$ cat src/design/opcw_pkg.sv
// Shared types and constants for the object pass counter.
package opcw_pkg;

  localparam int SAMPLE_W   = 10;
  localparam int TIME_W     = 32;
  localparam int DEAD_W     = 16;
  localparam int COUNT_W    = 16;
  localparam int CFG_IDX_W  = 4;
  localparam int CFG_DATA_W = 16;

  // Configuration register indexes.
  localparam logic [CFG_IDX_W-1:0] REG_THRESHOLD = CFG_IDX_W'(0);
  localparam logic [CFG_IDX_W-1:0] REG_DEAD_WIN  = CFG_IDX_W'(1);

  localparam logic [SAMPLE_W-1:0] THRESHOLD_RST = SAMPLE_W'(512);
  localparam logic [DEAD_W-1:0]   DEAD_WIN_RST  = DEAD_W'(500);
  localparam logic [COUNT_W-1:0]  COUNT_MAX     = '1;

  typedef enum logic [2:0] {
    ST_IDLE,
    ST_SUM,
    ST_DIV,
    ST_SRCH,
    ST_FIN
  } opcw_state_t;

  // Per-cycle commands from the sequencer to the datapath.
  typedef struct packed {
    logic load;     // new beat accepted: write window, clear accumulators
    logic rd_en;    // issue a window read
    logic acc;      // add returned read data into the sum
    logic div_step; // take the mean by reciprocal multiplication
    logic cmp;      // distance compare on returned read data
    logic commit;   // update count state and load the result register
  } opcw_ctrl_t;

endpackage

$ cat src/design/opcw_if.sv
// Valid/ready channel interfaces for samples, results and configuration.
interface opcw_in_if;
  import opcw_pkg::*;
  logic                valid;
  logic                ready;
  logic [SAMPLE_W-1:0] ir_sample;
  logic [TIME_W-1:0]   now_ms;
  modport source (output valid, output ir_sample, output now_ms, input ready);
  modport sink   (input valid, input ir_sample, input now_ms, output ready);
endinterface

interface opcw_out_if;
  import opcw_pkg::*;
  logic                valid;
  logic                ready;
  logic [COUNT_W-1:0]  object_count;
  logic                object_present;
  logic                counted_now;
  logic [SAMPLE_W-1:0] filtered_level;
  modport source (output valid, output object_count, output object_present,
                  output counted_now, output filtered_level, input ready);
  modport sink   (input valid, input object_count, input object_present,
                  input counted_now, input filtered_level, output ready);
endinterface

interface opcw_cfg_if;
  import opcw_pkg::*;
  logic                  valid;
  logic                  ready;
  logic [CFG_IDX_W-1:0]  index;
  logic [CFG_DATA_W-1:0] data;
  modport source (output valid, output index, output data, input ready);
  modport sink   (input valid, input index, input data, output ready);
endinterface

$ cat src/design/opcw_seq.sv
// Sequencer that steps the shared datapath through sum, divide and search.
module opcw_seq #(
  parameter int WINDOW_LEN = 8,
  localparam int AW = (WINDOW_LEN > 1) ? $clog2(WINDOW_LEN) : 1
) (
  input  logic                  clk,
  input  logic                  rst_n,
  input  logic                  in_valid,
  input  logic                  out_free,
  output logic                  in_ready,
  output opcw_pkg::opcw_ctrl_t  ctrl,
  output logic [AW-1:0]         rd_addr
);
  import opcw_pkg::*;

  localparam int CNT_W = $clog2(WINDOW_LEN + 1);
  localparam logic [CNT_W-1:0] LAST_RD = CNT_W'(WINDOW_LEN);

  opcw_state_t      state_r, state_nxt;
  logic [CNT_W-1:0] cnt_r, cnt_nxt;

  always_comb begin
    state_nxt = state_r;
    unique case (state_r)
      ST_IDLE: if (in_valid) state_nxt = ST_SUM;
      ST_SUM:  if (cnt_r == LAST_RD) state_nxt = ST_DIV;
      ST_DIV:  state_nxt = ST_SRCH;
      ST_SRCH: if (cnt_r == LAST_RD) state_nxt = ST_FIN;
      ST_FIN:  if (out_free) state_nxt = ST_IDLE;
      default: state_nxt = ST_IDLE;
    endcase
  end

  always_comb begin
    if (state_r != state_nxt) begin
      cnt_nxt = '0;
    end else if (state_r == ST_IDLE || state_r == ST_FIN) begin
      cnt_nxt = cnt_r;
    end else begin
      cnt_nxt = cnt_r + 1'b1;
    end
  end

  always_comb begin
    ctrl     = '0;
    in_ready = 1'b0;
    unique case (state_r)
      ST_IDLE: begin
        in_ready  = 1'b1;
        ctrl.load = in_valid;
      end
      ST_SUM: begin
        ctrl.rd_en = (cnt_r < LAST_RD);
        ctrl.acc   = (cnt_r != '0);
      end
      ST_DIV: begin
        ctrl.div_step = 1'b1;
      end
      ST_SRCH: begin
        ctrl.rd_en = (cnt_r < LAST_RD);
        ctrl.cmp   = (cnt_r != '0);
      end
      ST_FIN: begin
        ctrl.commit = out_free;
      end
      default: ctrl = '0;
    endcase
  end

  assign rd_addr = cnt_r[AW-1:0];

  always_ff @(posedge clk) begin
    if (!rst_n) begin
      state_r <= ST_IDLE;
      cnt_r   <= '0;
    end else begin
      state_r <= state_nxt;
      cnt_r   <= cnt_nxt;
    end
  end

endmodule

$ cat src/design/opcw_dpath.sv
// Window memory, shared add/subtract unit and object counting state.
module opcw_dpath #(
  parameter int WINDOW_LEN = 8,
  localparam int AW = (WINDOW_LEN > 1) ? $clog2(WINDOW_LEN) : 1
) (
  input  logic                           clk,
  input  logic                           rst_n,
  input  opcw_pkg::opcw_ctrl_t           ctrl,
  input  logic [AW-1:0]                  rd_addr,
  input  logic [opcw_pkg::SAMPLE_W-1:0]  ir_sample,
  input  logic [opcw_pkg::TIME_W-1:0]    now_ms,
  input  logic [opcw_pkg::SAMPLE_W-1:0]  threshold,
  input  logic [opcw_pkg::DEAD_W-1:0]    dead_win,
  output logic [opcw_pkg::COUNT_W-1:0]   res_count,
  output logic                           res_present,
  output logic                           res_counted,
  output logic [opcw_pkg::SAMPLE_W-1:0]  res_level
);
  import opcw_pkg::*;

  localparam int LW    = $clog2(WINDOW_LEN);
  localparam int SUM_W = SAMPLE_W + LW;
  localparam int UW    = SUM_W + 1;
  localparam int RCW   = SUM_W + 2;
  localparam int PW    = SUM_W + RCW;
  localparam int SHIFT = SUM_W + LW;
  localparam logic [AW-1:0]  LAST_SLOT = AW'(WINDOW_LEN - 1);
  // Rounded-up reciprocal of the window length, scaled by 2^SHIFT.
  localparam logic [RCW-1:0] RECIP     =
    RCW'(((1 << SHIFT) + WINDOW_LEN - 1) / WINDOW_LEN);

  logic [SAMPLE_W-1:0]   win_mem [WINDOW_LEN];
  logic [WINDOW_LEN-1:0] valid_r;
  logic [AW-1:0]         wslot_r;
  logic [SAMPLE_W-1:0]   rd_data_r;
  logic                  rd_vb_r;
  logic [SAMPLE_W-1:0]   rd_val;

  logic [SUM_W-1:0]      sum_r;
  logic [SAMPLE_W-1:0]   quo_r;
  logic [SAMPLE_W:0]     best_dist_r;
  logic [SAMPLE_W-1:0]   best_val_r;
  logic [TIME_W-1:0]     now_r;

  logic [TIME_W-1:0]     last_r;
  logic                  present_r;
  logic [COUNT_W-1:0]    count_r;

  logic [UW-1:0]         op_a, op_b, alu_res, neg_res;
  logic                  op_sub, alu_neg;
  logic [PW-1:0]         mean_prod;
  logic [SAMPLE_W-1:0]   delta;
  logic [TIME_W-1:0]     elapsed;
  logic                  above, counted;

  // Window storage with a registered read port.
  always_ff @(posedge clk) begin
    if (ctrl.load) begin
      win_mem[wslot_r] <= ir_sample;
    end
    if (ctrl.rd_en) begin
      rd_data_r <= win_mem[rd_addr];
    end
  end

  // Entries never written read as zero.
  assign rd_val = rd_vb_r ? rd_data_r : '0;

  // The truncated mean is the sum times the scaled reciprocal; the rounding
  // error stays below one part in WINDOW_LEN, so the floor is exact.
  assign mean_prod = PW'(sum_r) * PW'(RECIP);

  // One adder serves accumulation and the distances.
  always_comb begin
    op_a   = UW'(sum_r);
    op_b   = UW'(rd_val);
    op_sub = 1'b0;
    if (ctrl.cmp) begin
      op_a   = UW'(rd_val);
      op_b   = UW'(quo_r);
      op_sub = 1'b1;
    end
  end

  assign alu_res = op_a + (op_sub ? ~op_b : op_b) + UW'(op_sub);
  assign alu_neg = alu_res[UW-1];
  assign neg_res = ~alu_res + 1'b1;
  assign delta   = alu_neg ? neg_res[SAMPLE_W-1:0] : alu_res[SAMPLE_W-1:0];

  always_ff @(posedge clk) begin
    if (ctrl.load) begin
      sum_r       <= '0;
      best_dist_r <= '1;
      now_r       <= now_ms;
    end else if (ctrl.acc) begin
      sum_r <= alu_res[SUM_W-1:0];
    end else if (ctrl.div_step) begin
      quo_r <= mean_prod[SHIFT +: SAMPLE_W];
    end else if (ctrl.cmp) begin
      if ({1'b0, delta} < best_dist_r) begin
        best_dist_r <= {1'b0, delta};
        best_val_r  <= rd_val;
      end
    end
  end

  // Detection decision on the filtered level.
  assign elapsed     = now_r - last_r;
  assign above       = (best_val_r > threshold);
  assign counted     = above && (elapsed > TIME_W'(dead_win)) && !present_r;
  assign res_count   = (counted && (count_r != COUNT_MAX)) ? count_r + 1'b1 : count_r;
  assign res_present = above && (present_r || counted);
  assign res_counted = counted;
  assign res_level   = best_val_r;

  always_ff @(posedge clk) begin
    if (!rst_n) begin
      valid_r   <= '0;
      wslot_r   <= '0;
      rd_vb_r   <= 1'b0;
      last_r    <= '0;
      present_r <= 1'b1;
      count_r   <= '0;
    end else begin
      if (ctrl.load) begin
        valid_r[wslot_r] <= 1'b1;
        wslot_r          <= (wslot_r == LAST_SLOT) ? '0 : wslot_r + 1'b1;
      end
      if (ctrl.rd_en) begin
        rd_vb_r <= valid_r[rd_addr];
      end
      if (ctrl.commit) begin
        count_r   <= res_count;
        present_r <= res_present;
        if (counted) begin
          last_r <= now_r;
        end
      end
    end
  end

endmodule

$ cat src/design/object_pass_counter_window_filter.sv
// Object pass counter: each sample beat enters an eight-deep (WINDOW_LEN) ring
// window, the block finds the stored sample nearest the truncated window mean
// and counts an object when that level rises above detect_threshold, no object
// is flagged present and more than dead_window_ms have passed since the last
// count (timestamps wrap modulo 2^32, the count saturates at 65535). The sums
// and distances run through one shared adder under a small sequencer, so a
// beat passes through an accept step, a summing pass over the window (one
// read of the window memory port per cycle), a step that takes the truncated
// mean by multiplying the sum with a constant reciprocal of WINDOW_LEN, a
// nearest-to-mean search pass and a commit cycle. in_ch.ready is high only
// between beats. The result beat sits in an output register; the next sample
// may be accepted while it waits, and a later result holds in the commit cycle
// until that register frees. Configuration writes are always taken
// (cfg_ch.ready is tied high); index 0 sets detect_threshold, index 1 sets
// dead_window_ms, and any other index is ignored. Write configuration only
// while no sample is being processed.
module object_pass_counter_window_filter #(
  parameter int WINDOW_LEN = 8
) (
  input  logic              clk,
  input  logic              rst_n,
  opcw_in_if.sink           in_ch,
  opcw_out_if.source        out_ch,
  opcw_cfg_if.sink          cfg_ch
);
  import opcw_pkg::*;

  localparam int AW = (WINDOW_LEN > 1) ? $clog2(WINDOW_LEN) : 1;

  opcw_ctrl_t          ctrl;
  logic [AW-1:0]       rd_addr;
  logic                out_free;

  logic [SAMPLE_W-1:0] threshold_r;
  logic [DEAD_W-1:0]   dead_win_r;

  logic [COUNT_W-1:0]  res_count;
  logic                res_present;
  logic                res_counted;
  logic [SAMPLE_W-1:0] res_level;

  logic                out_valid_r;
  logic [COUNT_W-1:0]  out_count_r;
  logic                out_present_r;
  logic                out_counted_r;
  logic [SAMPLE_W-1:0] out_level_r;

  // The output register is free when empty or being drained this cycle.
  assign out_free = !out_valid_r || out_ch.ready;

  opcw_seq #(.WINDOW_LEN(WINDOW_LEN)) u_seq (
    .clk      (clk),
    .rst_n    (rst_n),
    .in_valid (in_ch.valid),
    .out_free (out_free),
    .in_ready (in_ch.ready),
    .ctrl     (ctrl),
    .rd_addr  (rd_addr)
  );

  opcw_dpath #(.WINDOW_LEN(WINDOW_LEN)) u_dpath (
    .clk         (clk),
    .rst_n       (rst_n),
    .ctrl        (ctrl),
    .rd_addr     (rd_addr),
    .ir_sample   (in_ch.ir_sample),
    .now_ms      (in_ch.now_ms),
    .threshold   (threshold_r),
    .dead_win    (dead_win_r),
    .res_count   (res_count),
    .res_present (res_present),
    .res_counted (res_counted),
    .res_level   (res_level)
  );

  // Configuration registers; unknown indexes are dropped.
  assign cfg_ch.ready = 1'b1;

  always_ff @(posedge clk) begin
    if (!rst_n) begin
      threshold_r <= THRESHOLD_RST;
      dead_win_r  <= DEAD_WIN_RST;
    end else if (cfg_ch.valid) begin
      unique case (cfg_ch.index)
        REG_THRESHOLD: threshold_r <= cfg_ch.data[SAMPLE_W-1:0];
        REG_DEAD_WIN:  dead_win_r  <= cfg_ch.data[DEAD_W-1:0];
        default:       ;
      endcase
    end
  end

  // Result register: loaded in the commit cycle, held until taken.
  always_ff @(posedge clk) begin
    if (!rst_n) begin
      out_valid_r <= 1'b0;
    end else if (ctrl.commit) begin
      out_valid_r <= 1'b1;
    end else if (out_ch.ready) begin
      out_valid_r <= 1'b0;
    end
  end

  always_ff @(posedge clk) begin
    if (ctrl.commit) begin
      out_count_r   <= res_count;
      out_present_r <= res_present;
      out_counted_r <= res_counted;
      out_level_r   <= res_level;
    end
  end

  assign out_ch.valid          = out_valid_r;
  assign out_ch.object_count   = out_count_r;
  assign out_ch.object_present = out_present_r;
  assign out_ch.counted_now    = out_counted_r;
  assign out_ch.filtered_level = out_level_r;

endmodule

$ cat src/flat_wrapper.sv
// flat-port wrapper written by rule: the top's interface ports become plain ports
module object_pass_counter_window_filter_flat import opcw_pkg::*;
#(
  parameter int WINDOW_LEN = 8
)
  (clk, rst_n, in_ch_valid, in_ch_ir_sample, in_ch_now_ms, in_ch_ready, out_ch_valid, out_ch_object_count, out_ch_object_present, out_ch_counted_now, out_ch_filtered_level, out_ch_ready, cfg_ch_valid, cfg_ch_index, cfg_ch_data, cfg_ch_ready);
  opcw_in_if in_ch_i ();
  opcw_out_if out_ch_i ();
  opcw_cfg_if cfg_ch_i ();
  input  logic clk;
  input  logic rst_n;
  input wire logic [$bits(in_ch_i.valid)-1:0] in_ch_valid;
  input wire logic [$bits(in_ch_i.ir_sample)-1:0] in_ch_ir_sample;
  input wire logic [$bits(in_ch_i.now_ms)-1:0] in_ch_now_ms;
  output wire logic [$bits(in_ch_i.ready)-1:0] in_ch_ready;
  output wire logic [$bits(out_ch_i.valid)-1:0] out_ch_valid;
  output wire logic [$bits(out_ch_i.object_count)-1:0] out_ch_object_count;
  output wire logic [$bits(out_ch_i.object_present)-1:0] out_ch_object_present;
  output wire logic [$bits(out_ch_i.counted_now)-1:0] out_ch_counted_now;
  output wire logic [$bits(out_ch_i.filtered_level)-1:0] out_ch_filtered_level;
  input wire logic [$bits(out_ch_i.ready)-1:0] out_ch_ready;
  input wire logic [$bits(cfg_ch_i.valid)-1:0] cfg_ch_valid;
  input wire logic [$bits(cfg_ch_i.index)-1:0] cfg_ch_index;
  input wire logic [$bits(cfg_ch_i.data)-1:0] cfg_ch_data;
  output wire logic [$bits(cfg_ch_i.ready)-1:0] cfg_ch_ready;
  assign in_ch_i.valid = in_ch_valid;
  assign in_ch_i.ir_sample = in_ch_ir_sample;
  assign in_ch_i.now_ms = in_ch_now_ms;
  assign in_ch_ready = in_ch_i.ready;
  assign out_ch_valid = out_ch_i.valid;
  assign out_ch_object_count = out_ch_i.object_count;
  assign out_ch_object_present = out_ch_i.object_present;
  assign out_ch_counted_now = out_ch_i.counted_now;
  assign out_ch_filtered_level = out_ch_i.filtered_level;
  assign out_ch_i.ready = out_ch_ready;
  assign cfg_ch_i.valid = cfg_ch_valid;
  assign cfg_ch_i.index = cfg_ch_index;
  assign cfg_ch_i.data = cfg_ch_data;
  assign cfg_ch_ready = cfg_ch_i.ready;
  object_pass_counter_window_filter #(.WINDOW_LEN(WINDOW_LEN)) u_core (.clk(clk), .rst_n(rst_n), .in_ch(in_ch_i), .out_ch(out_ch_i), .cfg_ch(cfg_ch_i));
endmodule
$ cat config.mk
export PLATFORM = sky130hd
export DESIGN_NAME = object_pass_counter_window_filter_flat
export DESIGN_NICKNAME = d
export VERILOG_FILES = /design/src/design/opcw_pkg.sv /design/src/design/opcw_if.sv /design/src/design/opcw_seq.sv /design/src/design/opcw_dpath.sv /design/src/design/object_pass_counter_window_filter.sv /design/src/flat_wrapper.sv
export SDC_FILE = /design/constraint.sdc
export NUM_CORES = 1
export LEC_CHECK = 0
export BUFFER_PORTS_ARGS = -buffer_cell sky130_fd_sc_hd__buf_4
export CORE_MARGIN = 2
export CORE_UTILIZATION = 66
export DETAILED_ROUTE_END_ITERATION = 8
export PLACE_DENSITY = 0.86
export SLEW_MARGIN = 20
export SYNTH_ARGS = -nofsm -noshare
export SYNTH_HDL_FRONTEND = slang
export SYNTH_SLANG_ARGS = --single-unit
export TNS_END_PERCENT = 5
$ cat constraint.sdc
create_clock -name clk -period 16.5 [get_ports clk]
set_input_delay 1.65 -clock clk [delete_from_list [all_inputs] [get_ports clk]]
set_output_delay 1.65 -clock clk [all_outputs]
set_load 0.02 [all_outputs]
==> metrics.cfg <==
[status]
status=complete, no violations

[power]
vdd_ir_drop_max_mv=0.100
powerDensity_mw_per_mm2=95.4
p_comb_share_pct=8.7
clockPowerShare_pct=41.5
switchingPower_uw=369
leakagePower_uw=0.00617
power_frac_seq_pct=49.8
internal-power_uw=1210
swShare_pct=23.4

[die]
coreArea_mm2=0.0218
num_rows=54
die_h_um=153
initial_core_util_pct=67.0
dieWidth_um=153
dieArea_mm2=0.0233
num_io_pins=98

[sta]
fin_tns_setup_ps=0
max_freq_ghz=0.138
fin_crit_sh_pct=44.0
slew_viol_final=0
worst_slack_ps=9240
skew_ps=18.2
finalSetupViolCount=0
hold_violations=0
min_period_ps=7260
rsz0062_at_grt=no
whs_ps=457
relSlewSlack_pct=28.1
worst_slew_pin_slew_ps=1070

[synthesis]
synth_area_mm2=0.0146
synth_top_area_share_pct=35.0
ys_top_cells_by_count=nand2_1 (183), edfxtp_1 (170), dfxtp_1 (119), nor2_1 (113), a21oi_1 (89)
yosysTopAreaCell=edfxtp_1
ys_warn_count=0
postSynthAreaPerCell_um2=10.6
synth_fp_nets=1521
ys_seq_area_share_pct=51.4
netlist_instances=1371
async_reset_ff_share_pct=0
synth_most_common_cell=nand2_1
yosys-top-cells-area=edfxtp_1 (35%), dfxtp_1 (16%), ha_1 (7.0%)
synth_cell_type_count=73
synth_edf_count=170
synthFlopType=edfxtp_1
ys_seq_elements=289

[routing]
viasPerCell=6.24
first_pass_iters=5
routed-via-count=11000
wl_per_cell_um=19.2
wirelength_um=33900
ant_nets=0
drt-initial-drc-count=845
route.detailed.drc=0

[worst_setup_path]
criticalPathCategory=reg -> reg
cp_slowest_cell=nor2_1
cp_data_arrival_time_ps=7470
cpLargestDelayFamily=simple AND/OR/NAND/NOR gates
worstPathCellList=inv_1 > ha_1 > nor3b_1 > nor2_1 > mux2_2 > ha_1 > nand2_1 > nor4_1 > o21ai_1 > a2111oi_0 > o31a_1 > nor2_1 > mux2_2 > mux2_2 > ha_1 > or3b_2 > o221ai_1 > o21ai_0 > a31o_2 > a31oi_1 > o21ai_1 > inv_1
cp-start-kind=register
worst_ep_required_time_ps=16710
reg2reg_depth=22
worstReg2RegStart=u_core.u_seq.cnt_r[1]$_SDFFE_PP0N_
crit_path_end_kind=register
critPathMaxFanout=27
r2r_end=u_core.u_dpath.res_level[6]$_DFFE_PP_
cpPeakStageDelay_ps=850
path_buf_inv=2
ff2ff_setup_slack_ps=9240

[clock_network]
cts_inserted_buffers=30
insertion_delay_ps=560
cts_root_buf=clkbuf_16
clock-sinks=289
holdBufCountCts=0
path_clk_slew_ps=60
post-cts-setup-buffers=0
clockBufferDepth=3
cts_max_level=1
cts_resized=0
cts_tree=yes

[global_route]
antenna_found_initial=0
grt_max_degree=80
grt_usage_pct=28.7
grt_overflow=0
grt_pass1_vias=10900
grt_pass1_wl_um=54500

[layout]
final_nets=1606
layout-drive-gt1-share_pct=15.5
utilization_pct=75.9
synthToLayoutAreaGrowth_pct=13.3
stdcell_count=1760
diodes=0

[placement]
hpwl_um=22700
dp_cells=1704
place_congestion=0.906
io_buffers=96
post-place-ws_ps=8910

[worst_hold_path]
holdPathEnd=u_core.dead_win_r[10]$_SDFFE_PN0P_
min_path_type=reg -> reg
hp-start=u_core.dead_win_r[10]$_SDFFE_PN0P_
min_path_cells=2

[job]
maxCapViolCount=0

==> state kept, by name, indices dropped and copies added (netlist names), 11 cells and up <==
signal / flops
u_core.u_dpath.win_mem: 80
u_core.u_dpath.best_dist_r: 11
u_core.dead_win_r: 16
u_core.u_dpath.count_r: 16
u_core.out_ch.object_count: 16
u_core.u_dpath.now_r: 32
u_core.u_dpath.sum_r: 13
u_core.u_dpath.last_r: 32
==> cell families after synthesis <==
logic type / Yosys count / synth area share (%)
mux: 94 / 8.53
flops: 289 / 51.4
fa+ha+maj: 83 / 7.23
simple gates: 454 / 14.6
buf+inv: 145 / 4.04
compound gates: 244 / 10.5
xor+xnor: 61 / 3.66
other cells: 1 / 0.0257
==> metrics by stage <==
stage | area (µm²) | power, µW
after floorplan | 14600 | 887
after global placement | 15500 | 927
after detailed placement | 15500 | 932
after CTS | 16500 | 1580
after global routing | 16500 | 1620
final | 16500 | 1580
==> worst min-delay path: stages, from the launching register on <==
cell     delay, ps
dfxtp_1        310
nand2_1         50
a21oi_1         50
==> layer usage <==
layer  GRT usage (%)  share of wire, %  vias to the layer above
li1                -                 -                     5152
met1            36.7                39                     5241
met2            48.6                49                      484
met3            4.49               7.0                      111
met4            12.8               4.5                        0
met5               0                 0                        -
==> power groups by stage <==
stage / clock (µW) / combinational [µW] / sequential [µW]
2_1_floorplan: 0 / 91.8 / 795
3_3_place_gp: 0 / 128 / 798
3_5_place_dp: 0 / 133 / 799
4_1_cts: 661 / 135 / 784
5_1_grt: 687 / 150 / 785
6_report: 655 / 137 / 785
==> how the worst max path moves through the flow <==
stage	from	to	slack (ps)	cells after the start
after CTS	u_core.u_seq.cnt_r[1]$_SDFFE_PP0N_	u_core.u_dpath.res_level[8]$_DFFE_PP_	8890	22
final	u_core.u_seq.cnt_r[1]$_SDFFE_PP0N_	u_core.u_dpath.res_level[6]$_DFFE_PP_	9240	22
after global routing	u_core.u_seq.cnt_r[1]$_SDFFE_PP0N_	u_core.u_dpath.res_level[8]$_DFFE_PP_	8670	22
after detailed placement	u_core.u_seq.cnt_r[1]$_SDFFE_PP0N_	u_core.u_dpath.res_level[1]$_DFFE_PP_	8910	22
after global placement	u_core.u_seq.cnt_r[1]$_SDFFE_PP0N_	u_core.u_dpath.res_level[0]$_DFFE_PP_	9120	22
after floorplan	u_core.u_seq.cnt_r[0]$_SDFFE_PP0N_	u_core.u_dpath.res_level[0]$_DFFE_PP_	9450	26
==> layout make-up <==
class | count | area (µm²)
sequential | 289 | 7490
multi-input combinational | 937 | 6550
fill | 1409 | 5230
timing repair buffer | 111 | 833
clock buffer | 37 | 797
tap | 280 | 350
inverter | 87 | 327
clock inverter | 19 | 175
==> layout by cell type, fill, tap and decap left out, drive strengths merged, types with 6 or more instances in the layout <==
master / Yosys / layout
mux4: 22 / 22
mux2: 22 / 22
and3: 8 / 8
nand2b: 9 / 9
a21oi: 92 / 92
mux2i: 50 / 50
buf: 16 / 111
xnor2: 25 / 25
o211ai: 14 / 14
nor3: 21 / 21
o31ai: 11 / 11
xor2: 36 / 36
nand3: 22 / 22
nand4: 15 / 15
clkbuf: 42 / 37
a211oi: 12 / 12
ha: 81 / 81
or3: 8 / 8
a31oi: 13 / 13
clkinv: 1 / 16
inv: 86 / 86
a21o: 15 / 15
nor4: 23 / 23
o21ai: 45 / 45
o21a: 7 / 7
and2: 11 / 11
dfxtp: 119 / 119
or4: 15 / 15
nor2: 113 / 113
or2: 6 / 6
nand2: 183 / 183
edfxtp: 170 / 170
(Power assumes the default switching activity.)
